<file path="src/sv/trpd_pkg.sv">
// Shared types and constants for the tag reply pulse decoder.
// Holds result event codes, register indexes and the pulse window compare.
// No dependencies.
`default_nettype none

package trpd_pkg;

  // Result event codes
  typedef enum logic [2:0] {
    EvProgress = 3'd0,
    EvPreamble = 3'd1,
    EvError    = 3'd2,
    EvHandle   = 3'd3,
    EvByte     = 3'd4
  } event_e;

  // Configuration register indexes
  localparam logic [1:0] RegShortLen = 2'd0;
  localparam logic [1:0] RegLongLen  = 2'd1;
  localparam logic [1:0] RegTolerance = 2'd2;

  // Register reset values
  localparam logic [15:0] ShortLenReset  = 16'd100;
  localparam logic [15:0] LongLenReset   = 16'd200;
  localparam logic [15:0] ToleranceReset = 16'd30;

  // Preamble: short, short, long, short, short+long, long
  localparam logic [2:0] PreamblePulses = 3'd6;
  localparam logic [2:0] EpcTopBit      = 3'd7;

  // Strict window test: nom - tol < p < nom + tol, evaluated without wrap.
  function automatic logic near_len(logic [15:0] p, logic [16:0] nom, logic [15:0] tol);
    logic [17:0] hi;
    logic [17:0] p_hi;
    hi   = {1'b0, nom} + {2'b00, tol};
    p_hi = {2'b00, p} + {2'b00, tol};
    return ({2'b00, p} < hi) && (p_hi > {1'b0, nom});
  endfunction

endpackage

`default_nettype wire

</file>
<file path="src/sv/tag_reply_pulse_decoder.sv">
// Top level of the tag reply pulse decoder.
// Depends on trpd_pkg for event codes, register indexes and the window compare.
`default_nettype none

// The decoder takes one measured tag pulse length per transfer and returns
// exactly one result per pulse. It first matches the six-pulse preamble
// (short, short, long, short, short+long, long); a pulse matches a nominal
// length when it lies strictly within plus or minus the tolerance. After the
// preamble, two short pulses decode as 0 and one long pulse as 1. In handle
// mode HANDLE_BITS bits are gathered MSB first and reported as event 3, after
// which the block expects an EPC reply behind a fresh preamble; in EPC mode
// bits are packed MSB first into bytes, each reported as event 4, with last_o
// set on byte EPC_BYTES. Any mismatch reports event 2 and restarts preamble
// tracking (a payload mismatch also drops back to handle mode).
// Throughput is one pulse per clock cycle while results are taken: a pulse
// is held in an input register, and the whole decode step (three window
// compares and the state update) is combinational from there into the result
// register, so a pulse passes the input and result registers in that order.
// While a result waits, the input register can still take one more pulse;
// after that in_ready_o stays low until the result is taken.
// Configuration registers short_len, long_len and tolerance are written
// through cfg_we_i/cfg_index_i/cfg_wdata_i; the user must do so only while the
// decoder is idle, as the block does not enforce it. Other indexes are ignored.
module tag_reply_pulse_decoder #(
  parameter int unsigned HANDLE_BITS = 16,
  parameter int unsigned EPC_BYTES   = 14
) (
  input  wire logic        clk_i,
  input  wire logic        rst_ni,
  // configuration write port
  input  wire logic        cfg_we_i,
  input  wire logic [1:0]  cfg_index_i,
  input  wire logic [15:0] cfg_wdata_i,
  // pulse input channel
  input  wire logic        in_valid_i,
  output logic             in_ready_o,
  input  wire logic [15:0] pulse_length_i,
  // result channel
  output logic             out_valid_o,
  input  wire logic        out_ready_i,
  output logic [2:0]       event_res_o,
  output logic [15:0]      data_o,
  output logic             last_o,
  output logic             mode_o
);

  // Mask of the valid handle bits, derived at elaboration.
  localparam logic [15:0] HandleMask = 16'((17'd1 << HANDLE_BITS) - 17'd1);
  localparam logic [4:0]  HandleCnt  = 5'(HANDLE_BITS);
  localparam logic [4:0]  EpcCnt     = 5'(EPC_BYTES);

  // Configuration registers
  logic [15:0] short_len_q, long_len_q, tolerance_q;

  // Input stage
  logic        in_v_q;
  logic [15:0] pulse_q;

  // Result stage
  logic        out_v_q;
  logic [2:0]  event_q;
  logic [15:0] data_q;
  logic        last_q;
  logic        mode_q;

  // Decoder state
  logic [2:0]  pre_idx_q, pre_idx_d;
  logic        half_zero_q, half_zero_d;
  logic        reply_mode_q, reply_mode_d;
  logic [4:0]  hbit_cnt_q, hbit_cnt_d;
  logic [15:0] hshift_q, hshift_d;
  logic [2:0]  ebit_idx_q, ebit_idx_d;
  logic [4:0]  ebyte_cnt_q, ebyte_cnt_d;
  logic [7:0]  eaccum_q, eaccum_d;

  // Step results
  trpd_pkg::event_e ev_d;
  logic [15:0]      data_d;
  logic             last_d;

  logic advance;   // result stage can take a new result
  logic step;      // the held pulse is decoded this cycle

  assign advance    = !out_v_q || out_ready_i;
  assign step       = in_v_q && advance;
  assign in_ready_o = !in_v_q || advance;

  // Configuration writes; unknown indexes drop silently.
  always_ff @(posedge clk_i or negedge rst_ni) begin
    if (!rst_ni) begin
      short_len_q <= trpd_pkg::ShortLenReset;
      long_len_q  <= trpd_pkg::LongLenReset;
      tolerance_q <= trpd_pkg::ToleranceReset;
    end else if (cfg_we_i) begin
      unique case (cfg_index_i)
        trpd_pkg::RegShortLen:  short_len_q <= cfg_wdata_i;
        trpd_pkg::RegLongLen:   long_len_q  <= cfg_wdata_i;
        trpd_pkg::RegTolerance: tolerance_q <= cfg_wdata_i;
        default: ;
      endcase
    end
  end

  // Input register: load on every input transfer, hold a pending pulse while
  // the result stage is stalled.
  always_ff @(posedge clk_i or negedge rst_ni) begin
    if (!rst_ni) begin
      in_v_q <= 1'b0;
    end else if (in_ready_o) begin
      in_v_q <= in_valid_i;
    end
  end

  always_ff @(posedge clk_i) begin
    if (in_valid_i && in_ready_o) begin
      pulse_q <= pulse_length_i;
    end
  end

  // Decode step: one pulse against the current tracking state.
  always_comb begin
    logic [16:0] pre_nom;
    logic        pre_hit;
    logic        short_hit;
    logic        long_hit;
    logic        bit_vld;
    logic        bit_val;
    logic [7:0]  accum_or;

    pre_idx_d    = pre_idx_q;
    half_zero_d  = half_zero_q;
    reply_mode_d = reply_mode_q;
    hbit_cnt_d   = hbit_cnt_q;
    hshift_d     = hshift_q;
    ebit_idx_d   = ebit_idx_q;
    ebyte_cnt_d  = ebyte_cnt_q;
    eaccum_d     = eaccum_q;
    ev_d         = trpd_pkg::EvProgress;
    data_d       = '0;
    last_d       = 1'b0;
    bit_vld      = 1'b0;
    bit_val      = 1'b0;

    // Nominal length of the expected preamble pulse
    unique case (pre_idx_q)
      3'd0, 3'd1, 3'd3: pre_nom = {1'b0, short_len_q};
      3'd2:             pre_nom = {1'b0, long_len_q};
      3'd4:             pre_nom = {1'b0, short_len_q} + {1'b0, long_len_q};
      default:          pre_nom = {1'b0, long_len_q};
    endcase

    pre_hit   = trpd_pkg::near_len(pulse_q, pre_nom, tolerance_q);
    short_hit = trpd_pkg::near_len(pulse_q, {1'b0, short_len_q}, tolerance_q);
    long_hit  = trpd_pkg::near_len(pulse_q, {1'b0, long_len_q}, tolerance_q);
    accum_or  = eaccum_q | (8'd1 << ebit_idx_q);

    if (pre_idx_q < trpd_pkg::PreamblePulses) begin
      if (pre_hit) begin
        pre_idx_d = pre_idx_q + 3'd1;
        if (pre_idx_d >= trpd_pkg::PreamblePulses) begin
          ev_d = trpd_pkg::EvPreamble;
          // Clear the collector for the reply part that follows
          if (!reply_mode_q) begin
            hbit_cnt_d = '0;
            hshift_d   = '0;
          end else begin
            ebit_idx_d  = trpd_pkg::EpcTopBit;
            ebyte_cnt_d = '0;
            eaccum_d    = '0;
          end
        end
      end else begin
        ev_d        = trpd_pkg::EvError;
        pre_idx_d   = '0;
        half_zero_d = 1'b0;
      end
    end else begin
      // Short window wins where the windows overlap
      priority if (short_hit) begin
        if (half_zero_q) begin
          half_zero_d = 1'b0;
          bit_vld     = 1'b1;
        end else begin
          half_zero_d = 1'b1;
        end
      end else if (long_hit) begin
        half_zero_d = 1'b0;
        bit_vld     = 1'b1;
        bit_val     = 1'b1;
      end else begin
        ev_d         = trpd_pkg::EvError;
        pre_idx_d    = '0;
        half_zero_d  = 1'b0;
        reply_mode_d = 1'b0;
      end
    end

    if (bit_vld) begin
      if (!reply_mode_q) begin
        hshift_d   = {hshift_q[14:0], bit_val};
        hbit_cnt_d = hbit_cnt_q + 5'd1;
        if (hbit_cnt_d >= HandleCnt) begin
          ev_d         = trpd_pkg::EvHandle;
          data_d       = hshift_d & HandleMask;
          pre_idx_d    = '0;
          half_zero_d  = 1'b0;
          reply_mode_d = 1'b1;
        end
      end else begin
        eaccum_d = bit_val ? accum_or : eaccum_q;
        if (ebit_idx_q == 3'd0) begin
          ev_d        = trpd_pkg::EvByte;
          data_d      = {8'd0, eaccum_d};
          eaccum_d    = '0;
          ebit_idx_d  = trpd_pkg::EpcTopBit;
          ebyte_cnt_d = ebyte_cnt_q + 5'd1;
          if (ebyte_cnt_d >= EpcCnt) begin
            last_d       = 1'b1;
            pre_idx_d    = '0;
            half_zero_d  = 1'b0;
            reply_mode_d = 1'b0;
          end
        end else begin
          ebit_idx_d = ebit_idx_q - 3'd1;
        end
      end
    end
  end

  // Tracking state advances only when a pulse is decoded.
  always_ff @(posedge clk_i or negedge rst_ni) begin
    if (!rst_ni) begin
      pre_idx_q    <= '0;
      half_zero_q  <= 1'b0;
      reply_mode_q <= 1'b0;
      hbit_cnt_q   <= '0;
      hshift_q     <= '0;
      ebit_idx_q   <= trpd_pkg::EpcTopBit;
      ebyte_cnt_q  <= '0;
      eaccum_q     <= '0;
    end else if (step) begin
      pre_idx_q    <= pre_idx_d;
      half_zero_q  <= half_zero_d;
      reply_mode_q <= reply_mode_d;
      hbit_cnt_q   <= hbit_cnt_d;
      hshift_q     <= hshift_d;
      ebit_idx_q   <= ebit_idx_d;
      ebyte_cnt_q  <= ebyte_cnt_d;
      eaccum_q     <= eaccum_d;
    end
  end

  // Result register: refill whenever the previous result is gone.
  always_ff @(posedge clk_i or negedge rst_ni) begin
    if (!rst_ni) begin
      out_v_q <= 1'b0;
    end else if (advance) begin
      out_v_q <= in_v_q;
    end
  end

  always_ff @(posedge clk_i) begin
    if (step) begin
      event_q <= ev_d;
      data_q  <= data_d;
      last_q  <= last_d;
      mode_q  <= reply_mode_d;
    end
  end

  assign out_valid_o = out_v_q;
  assign event_res_o = event_q;
  assign data_o      = data_q;
  assign last_o      = last_q;
  assign mode_o      = mode_q;

endmodule

`default_nettype wire

</file>
<file path="config.mk">
export PLATFORM = sky130hd
export DESIGN_NAME = tag_reply_pulse_decoder
export DESIGN_NICKNAME = d
export VERILOG_FILES = /design/src/sv/trpd_pkg.sv /design/src/sv/tag_reply_pulse_decoder.sv
export SDC_FILE = /design/constraint.sdc
export NUM_CORES = 1
export LEC_CHECK = 0
export ABC_AREA = 1
export BUFFER_PORTS_ARGS = -buffer_cell sky130_fd_sc_hd__buf_2
export CORE_AREA = 2 2 138 140
export CTS_BUF_LIST = sky130_fd_sc_hd__clkbuf_8
export CTS_CLUSTER_SIZE = 16
export DETAILED_ROUTE_END_ITERATION = 7
export DIE_AREA = 0 0 140 142
export PLACE_DENSITY = 0.8
export SLEW_MARGIN = 5
export SYNTH_ARGS = -nofsm -noshare
export SYNTH_HDL_FRONTEND = slang
export SYNTH_SLANG_ARGS = --single-unit
export TNS_END_PERCENT = 100
</file>
<file path="constraint.sdc">
create_clock -name clk_i -period 12.76 [get_ports clk_i]
set_input_delay 0 -clock clk_i [delete_from_list [all_inputs] [get_ports clk_i]]
set_output_delay 0 -clock clk_i [all_outputs]
set_load 0.01 [all_outputs]
</file>
=== Word-level counts from Yosys, hierarchy flattened ===
Index checks and enable logic that the tools add are counted.

* Register bits: 129
* Latch bits: 0
* Memory bits (writable): 0
* Memory bits (read-only): 0
* Bits of input ports: 39
* Output and inout bits: 23
* Memories: 0

* Add/subtract/negate cells: 9
* Multipliers: 0
* Div/mod/pow operators: 0
* $lt $le $gt $ge: 10
* Equal/unequal tests: 5
* Shift-type cells: 1
* Muxes and demuxes: 80
* Bitwise gates (word level): 1
* Reduce and logical (&&, ||, !) cells: 17

{| class="wikitable"
|+ Operators with widths
! kind !! count
|-
| $mux W16 || 8
|-
| $mux W8 || 9
|-
| $add A16 B16 Y17 || 4
|-
| $mux W3 || 22
|-
| $mux W5 || 13
|-
| $lt A16 B17 Y1 || 2
|-
| $pmux W17 S2 || 1
|-
| $mux W1 || 25
|-
| $add A17 B16 Y18 || 1
|-
| $gt A18 B16 Y1 || 1
|-
| $gt A18 B17 Y1 || 1
|-
| $lt A16 B18 Y1 || 1
|-
| $gt A17 B16 Y1 || 1
|-
| $add A5 B1 Y5 const B || 2
|-
| $or A8 B8 Y8 || 1
|-
| $shl A1 B3 Y8 const A || 1
|-
| $logic_not A3 Y1 || 2
|-
| $reduce_and A2 Y1 || 3
|-
| $ge A5 B4 Y1 const B || 1
|-
| $ge A5 B5 Y1 const B || 1
|-
| $logic_and A1 B1 Y1 || 5
|-
| $mux W2 || 2
|-
| $add A3 B1 Y3 const B || 1
|-
| $eq A3 B1 Y1 const B || 1
|-
| 12 further kinds || 14
|}

=== Logic depth before layout (Yosys ltp) ===
Gate-level depths: netlist of the first run.

* Word-level depth: 12
* Gate-level depth with buffers: 39
* Gate-level depth less buffers: 39

=== Least setup slack after synthesis of the first run ===
No wires, ideal clock.

* Path type: reg2reg
* Start: reg short_len_q[2]
* End: reg hbit_cnt_q[4]
* Library setup time: 0.120 ns
* Arrival: 4.577 ns
* Required time: 12.640 ns
* Path slack: 8.063 ns
* Cell stages (with the launch flop): 35
* Path buffers: 1
* Period minus slack after synthesis: 4.697 ns
* Cell sequence: dfstp_2 > ha_1 > nand3_1 > nand3_1 > nand2_1 > nand2_1 > a21oi_1 > o21ai_1 > or2_2 > nand3_1 > o21ai_0 > o21bai_1 > inv_1 > ha_1 > nand2_1 > o21ai_0 > nor2_1 > o21ai_1 > a31oi_1 > o21ai_0 > xnor2_1 > ha_1 > nand2_1 > nor2_1 > a211oi_1 > nand2_1 > nand3_1 > nand3_1 > nand4_1 > nand2_1 > nor3_1 > o21ai_1 > buf_2 > nand2_1 > nand2_1

* Cells in the longest elaborated chain, start to end: 9
* Elaborated cells between the ends (all ways): 16

{| class="wikitable"
|+ RTL lines
! item !! line !! RTL
|-
| start: declaration || tag_reply_pulse_decoder.sv:53 || <nowiki>logic [15:0] short_len_q, long_len_q, tolerance_q;</nowiki>
|-
| start signal: assignment || tag_reply_pulse_decoder.sv:91 || <nowiki>short_len_q <= trpd_pkg::ShortLenReset;</nowiki>
|-
| start signal: assignment || tag_reply_pulse_decoder.sv:96 || <nowiki>trpd_pkg::RegShortLen: short_len_q <= cfg_wdata_i;</nowiki>
|-
| $add A16 B16 Y17 || tag_reply_pulse_decoder.sv:148 || <nowiki>3'd4: pre_nom = {1'b0, short_len_q} + {1'b0, long_len_q};</nowiki>
|-
| $pmux W17 S2 || tag_reply_pulse_decoder.sv:145 || <nowiki>unique case (pre_idx_q)</nowiki>
|-
| $add A17 B16 Y18 || trpd_pkg.sv:35 || <nowiki>hi = {1'b0, nom} + {2'b00, tol};</nowiki>
|-
| $lt A16 B18 Y1 || trpd_pkg.sv:37 || <nowiki>return ({2'b00, p} < hi) && (p_hi > {1'b0, nom});</nowiki>
|-
| $logic_and A1 B1 Y1 || trpd_pkg.sv:37 ||
|-
| $mux W5 || tag_reply_pulse_decoder.sv:158 || <nowiki>if (pre_hit) begin</nowiki>
|-
| $mux W5 || tag_reply_pulse_decoder.sv:157 || <nowiki>if (pre_idx_q < trpd_pkg::PreamblePulses) begin</nowiki>
|-
| $mux W5 || tag_reply_pulse_decoder.sv:199 || <nowiki>if (!reply_mode_q) begin</nowiki>
|-
| $mux W5 * || tag_reply_pulse_decoder.sv:198 || <nowiki>if (bit_vld) begin</nowiki>
|-
| end signal: assignment || tag_reply_pulse_decoder.sv:245 || <nowiki>hbit_cnt_q <= hbit_cnt_d;</nowiki>
|-
| end: declaration || tag_reply_pulse_decoder.sv:70 || <nowiki>logic [4:0] hbit_cnt_q, hbit_cnt_d;</nowiki>
|}

Mark *: on every way between the ends. The rest lies on a longest branch, timed or not.
A chain may end at the register's enable or synchronous reset.

=== Worst setup path after layout of the first run ===
* Start: reg pre_idx_q[0]
* End: reg eaccum_q[1]

* Cells in the longest elaborated chain, start to end: 10
* Elaborated cells between the ends (all ways): 22

{| class="wikitable"
|+ RTL lines
! item !! line !! RTL
|-
| start: declaration || tag_reply_pulse_decoder.sv:67 || <nowiki>logic [2:0] pre_idx_q, pre_idx_d;</nowiki>
|-
| start signal: assignment || tag_reply_pulse_decoder.sv:242 || <nowiki>pre_idx_q <= pre_idx_d;</nowiki>
|-
| $eq A3 B1 Y1 (tied with other cells) || tag_reply_pulse_decoder.sv:145 ||
|-
| $reduce_or A3 Y1 || tag_reply_pulse_decoder.sv:145 ||
|-
| $pmux W17 S2 || tag_reply_pulse_decoder.sv:145 ||
|-
| $add A17 B16 Y18 || trpd_pkg.sv:35 ||
|-
| $lt A16 B18 Y1 || trpd_pkg.sv:37 ||
|-
| $logic_and A1 B1 Y1 || trpd_pkg.sv:37 ||
|-
| $mux W8 || tag_reply_pulse_decoder.sv:158 ||
|-
| $mux W8 || tag_reply_pulse_decoder.sv:157 ||
|-
| $mux W8 || tag_reply_pulse_decoder.sv:199 ||
|-
| $mux W8 * || tag_reply_pulse_decoder.sv:198 ||
|-
| end signal: assignment || tag_reply_pulse_decoder.sv:249 || <nowiki>eaccum_q <= eaccum_d;</nowiki>
|-
| end: declaration || tag_reply_pulse_decoder.sv:74 || <nowiki>logic [7:0] eaccum_q, eaccum_d;</nowiki>
|}

Marks and branches as above.

==> impl_metrics.ini, run 1 <==
[timing]
period_needed_ns = 5.87
final_hold_viol_count = 0
whs_ns = 0.0975
finClkSkew_ns = 0.0207
finalMaxSlewViolations = 0
worst_slack_ns = 6.89
worst_slew_pin_slew_ns = 1.18
setup_tns_ns = 0
rsz0062_at_grt = no
slew_headroom = 0.209
fmax_mhz = 170
fin_crit_sh = 0.460
setup-violations-final = 0

[clock_tree]
cts.path.max_buffers = 2
clkTransAtPathRegs_ns = 0.08
clkLatencyLatePin_ns = 0.47
cts.htree.levels = 4
cts_setup_buffers = 0
postCtsHoldBufs = 36
cts_tree = built
post_cts_resized = 0
clock-sinks = 128
cts_root_buffer = clkbuf_8
cts_buffers = 17

[cells_and_area]
final_util = 0.688
syn_to_final_growth_pct = 11.1
final_cell_mix = nand2_1 (399), inv_1 (196), ha_1 (186)
drive_gt1_frac = 0.0831
fin_nets = 1842
final_cell_area_sq_um = 12700
diodes = 0
final_common_cell = nand2_1

[setup_path]
crit_required_ns = 13.11
cp_data_arrival_time_ns = 6.22
regToRegSetupSlack_ns = 6.89
slowest_stage = nand2_1
endpoint_kind = register
cp-startpoint = pre_idx_q[0]$_DFFE_PN0P_
r2r-start = pre_idx_q[0]$_DFFE_PN0P_
start_kind = register
cpPeakStageDelay_ns = 0.56
cp_max_fo = 24
worst-setup-path-type = reg2reg
cp_common_cell = nand3_1
cp_top_family = simple AND/OR/NAND/NOR gates
crit_buf_inv = 4

[logic_synthesis]
netlist_instances = 1516
netlist_area_sq_um = 11400
yosysWarningCount = 0
synth.avg_cell_area_sq_um = 7.54
ys_ff_latch = 128
ys_seq_area_frac = 0.298
ys_types = 51
syn_nets = 1746

[floorplanning]
dieArea_sq_um = 19900
die_w_microns = 140
die_h_microns = 142
rows = 50
ioPinCount = 62
initial_utilization = 0.620
core_sq_um = 18500

[run_status]
status = complete, but fails checks
failed_checks = design-rule violations

[detailed_routing]
vias_per_cell = 5.64
wirelength_mm = 30.1
drc = 3
detail_route.iter0.violations = 662
post_drt_wl_per_cell_microns = 16.2
dr.pass1.iters = 8
via_count = 10481
drtAntennaViolNets = 0

[place]
gp_congestion = 0.963
numPortBuffers = 61
placed_area_sq_um = 11900
place_ws_ns = 7.08
dp_hpwl_mm = 23.3

[power]
power.combinational.fraction = 0.604
swShare = 0.485
peakVddDrop_uv = 96.8
p_seq_frac = 0.240
clockPowerShare = 0.156
power_density_nw_per_um2 = 184
power.internal_mw = 1.20
cellLeakagePower_nw = 6.66
power.switching_mw = 1.13

[global_routing]
grt_max_degree = 69
grtUsageTotal = 0.317
grt_pass1_vias = 10359
grt_pass1_wl_mm = 49.9
antenna_found_initial = 0
grt.overflow.total = 0

[flow_run]
maxCapViolCount = 0

[min_path]
hp-class = in2async
==> sequential cells by signal, indices dropped and copies added, names as in the netlist <==
signal and count:
tolerance_q 16, ebyte_cnt_q 5, event_res_o 3, mode_o 1, eaccum_q 8, half_zero_q 1
out_valid_o 1, in_v_q 1, pulse_q 16, short_len_q 16, hbit_cnt_q 5, hshift_q 15
data_o 16, ebit_idx_q 3, pre_idx_q 3, reply_mode_q 1, long_len_q 16, last_o 1
==> path summary, 6_finish.rpt <==
path | to | cells past startpoint
max | eaccum_q[1]$_DFFE_PN0P_ | 26
min reg2reg | hshift_q[11]$_DFFE_PN0P_ | 2
max in group asynchronous | long_len_q[2]$_DFFE_PN0P_ | 3
min in group clk_i | pulse_q[14]$_DFFE_PP_ | 2
min | tolerance_q[4]$_DFFE_PN1P_ | 2
max reg2reg | eaccum_q[1]$_DFFE_PN0P_ | 26
==> layer usage <==
| metal | vias up | track usage | share of wire |
|---|---|---|---|
| li1 | 5261 | - | - |
| met1 | 4855 | 0.405 | 0.44 |
| met2 | 294 | 0.544 | 0.48 |
| met3 | 71 | 0.0515 | 0.057 |
| met4 | 0 | 0.119 | 0.031 |
| met5 | - | 0 | 0 |
==> metrics by stage <==
step	power, mW	cells
after global placement	1.91	1791
after CTS	2.33	1859
after floorplan	1.59	1516
after detailed placement	1.94	1791
final	2.33	1859
after global routing	2.57	1859
==> cell usage after synthesis (all sizes together) <==
cell type	number	share of area
nand2	406	0.14
inv	201	0.066
ha	186	0.20
a21oi	113	0.049
o21ai	107	0.047
nor2	94	0.032
dfrtp	78	0.17
nand3	77	0.034
edfxtp	37	0.097
xor2	37	0.028
xnor2	26	0.020
nor3	19	0.0097
a31oi	15	0.0082
clkbuf	14	0.0046
a21o	13	0.0085
dfstp	13	0.030
o21bai	12	0.0082
nand4	11	0.0060
o211ai	8	0.0053
buf	7	0.0037
a211oi	6	0.0039
a21boi	5	0.0036
fa	5	0.0088
or2	5	0.0027
a22oi	3	0.0020
clkinv	2	0.00066
nand3b	2	0.0013
nor4	2	0.0011
o221ai	2	0.0015
o22ai	2	0.0011
o31ai	2	0.0013
a221oi	1	0.00077
a31o	1	0.00077
and3	1	0.00055
clkdlybuf4s15	1	0.00088
nor3b	1	0.00066
o21a	1	0.00066
==> power groups by stage <==
stage	Clock, mW	Combinational, mW	Sequential (mW)
5_1_grt	0.386	1.62	0.565
4_1_cts	0.372	1.40	0.557
3_5_place_dp	0	1.38	0.564
3_3_place_gp	0	1.34	0.564
2_1_floorplan	0	1.06	0.534
6_report	0.365	1.41	0.559
==> cells by family (layout without fill, tap and decap cells) <==
kind of cell / after synthesis / count (layout) / share of synthesized area
AO/OA/AOI/OAI: 291 / 291 / 0.142
XOR/XNOR: 63 / 63 / 0.0483
adder cells (fa/ha/maj): 191 / 191 / 0.212
buffers and inverters: 225 / 334 / 0.0758
flip-flops: 128 / 128 / 0.298
AND/OR/NAND/NOR: 618 / 618 / 0.223
==> layout make-up <==
type                    instances  area (sq um)
repair buffers                 99           683
fillers                      1519          5750
multi-input cells            1163          7160
clock inverters                15           161
well taps                     234           293
flip-flops and latches        128          3400
clock buffers                  17           234
inverters                     203           762
(Power assumes the default switching activity.)
==> run 2: changes to the inputs <==
clock period = 5.6 ns   (was 12.76 ns; I/O delays follow)
==> impl_metrics.ini, run 2 (same netlist as run 1, synthesis figures left out) <==
[timing]
final_hold_viol_count = 0
whs_ns = 0.0830
worst_slew_pin_slew_ns = 1.11
fin_crit_sh = 0.940
slew_headroom = 0.260
worst_slack_ns = 0.336
fmax_mhz = 190
finalMaxSlewViolations = 0
setup-violations-final = 0
period_needed_ns = 5.26
finClkSkew_ns = 0.0198

[setup_path]
r2r-end = eaccum_q[2]$_DFFE_PN0P_
start_kind = register
worst-setup-path-type = reg2reg
crit_buf_inv = 4
cp_common_cell = nand2_1
reg2reg_depth = 31
regToRegSetupSlack_ns = 0.34
cp_max_fo = 9
crit_required_ns = 6.00
r2r-start = tolerance_q[0]$_DFFE_PN0P_
slowest_stage = dfrtp_1
cp_top_family = simple AND/OR/NAND/NOR gates
cp-startpoint = tolerance_q[0]$_DFFE_PN0P_
endpoint_kind = register
cp.depth = 31
cpPeakStageDelay_ns = 0.47
cp_data_arrival_time_ns = 5.66

[power]
power_density_nw_per_um2 = 427
cellLeakagePower_nw = 6.74
peakVddDrop_uv = 223

[cells_and_area]
drive_gt1_frac = 0.107
multi_input_area_sq_um = 7280
fin_nets = 1858
final_cell_area_sq_um = 13000
nFillCells = 1507
final_util = 0.703
stdcell_count = 1875
final_common_cell = nand2_1
seq_area_sq_um = 3410
syn_to_final_growth_pct = 13.4
diodes = 0
final_cell_mix = nand2_1 (398), inv_1 (195), ha_1 (183)

[clock_tree]
cts.htree.levels = 4
clkLatencyLatePin_ns = 0.47
cts.path.max_buffers = 2
clkTransAtPathRegs_ns = 0.08
cts_buffers = 17
cts_tree = built
cts_root_buffer = clkbuf_8
clock-sinks = 128

[place]
place_ws_ns = 0.0327
placedCellCount = 1804
gp_congestion = 0.951
dp_hpwl_mm = 24.0
placed_area_sq_um = 12000
numPortBuffers = 61

[detailed_routing]
detail_route.iter0.violations = 679
via_count = 10597
vias_per_cell = 5.65
post_drt_wl_per_cell_microns = 16.6
drtAntennaViolNets = 0
drc = 0
wirelength_mm = 31.1
dr.pass1.iters = 7

[min_path]
hp-class = in2async

[run_status]
status = complete, no violations

[floorplanning]
die_w_microns = 140
dieArea_sq_um = 19900
core_sq_um = 18500
die_h_microns = 142
ioPinCount = 62
rows = 50
initial_utilization = 0.620

[global_routing]
grt_max_degree = 47
grt_pass1_vias = 10396
grtUsageTotal = 0.320
grt.overflow.total = 0
grt_pass1_wl_mm = 50.5
antenna_found_initial = 0

[flow_run]
maxCapViolCount = 0
run 2: power breakdown:
group | total (mW) | switching (mW) | internal [mW] | leakage [nW]
registers | 1.27 | 0.173 | 1.10 | 1.50
clock network | 0.868 | 0.422 | 0.446 | 0.202
logic | 3.39 | 2.07 | 1.32 | 5.05
run 2: worst reg2reg max path, delay by kind of cell, from the launching register on:
kind	cells	cell delay (ns)
compound gates	5	1.14
xor+xnor	1	0.29
fa+ha+maj	3	1.01
buf+inv	4	0.39
flops	1	0.47
simple gates	18	1.92
run 2: cell type report:
type                            count  area share
Clock buffer                       17      0.0180
Clock inverter                     15      0.0145
Sequential cell                   128       0.263
Multi-Input combinational cell   1163       0.561
Tap cell                          234      0.0226
Timing Repair Buffer              115      0.0620
Inverter                          203      0.0590
run 2: worst max-delay path by stage:
stage | to | slack [ns]
3_5_place_dp | hbit_cnt_q[2]$_DFFE_PN0P_ | 0.03
6_report | eaccum_q[2]$_DFFE_PN0P_ | 0.34
5_1_grt | hshift_q[12]$_DFFE_PN0P_ | -0.04
4_1_cts | hshift_q[2]$_DFFE_PN0P_ | 0.006
3_3_place_gp | hbit_cnt_q[4]$_DFFE_PN0P_ | 0.19
2_1_floorplan | hbit_cnt_q[4]$_DFFE_PN0P_ | 0.90
run 2: timing repair:
action / in CTS / in global routing
hold buffers: 35 / 0
endpoints found under the setup margin: 0 / 43
gates resized for setup: 0 / 36
hold endpoints to repair: 111 / 0
buffers inserted: 0 / 3
run 2: per-layer routing:
layer	share of wire	vias up	GRT usage	wire (microns)
met5	0	-	0	0
met1	0.44	4979	0.412	13800
li1	-	5287	-	-
met4	0.022	0	0.105	676
met3	0.051	41	0.0444	1580
met2	0.48	290	0.562	15000
run 2: metrics by stage:
step	setup TNS, ns	power [mW]
6_report	0	5.53
5_1_grt	-0.477	6.08
4_1_cts	0	5.37
3_5_place_dp	0	4.46
3_3_place_gp	0	4.37
2_1_floorplan	0	3.63
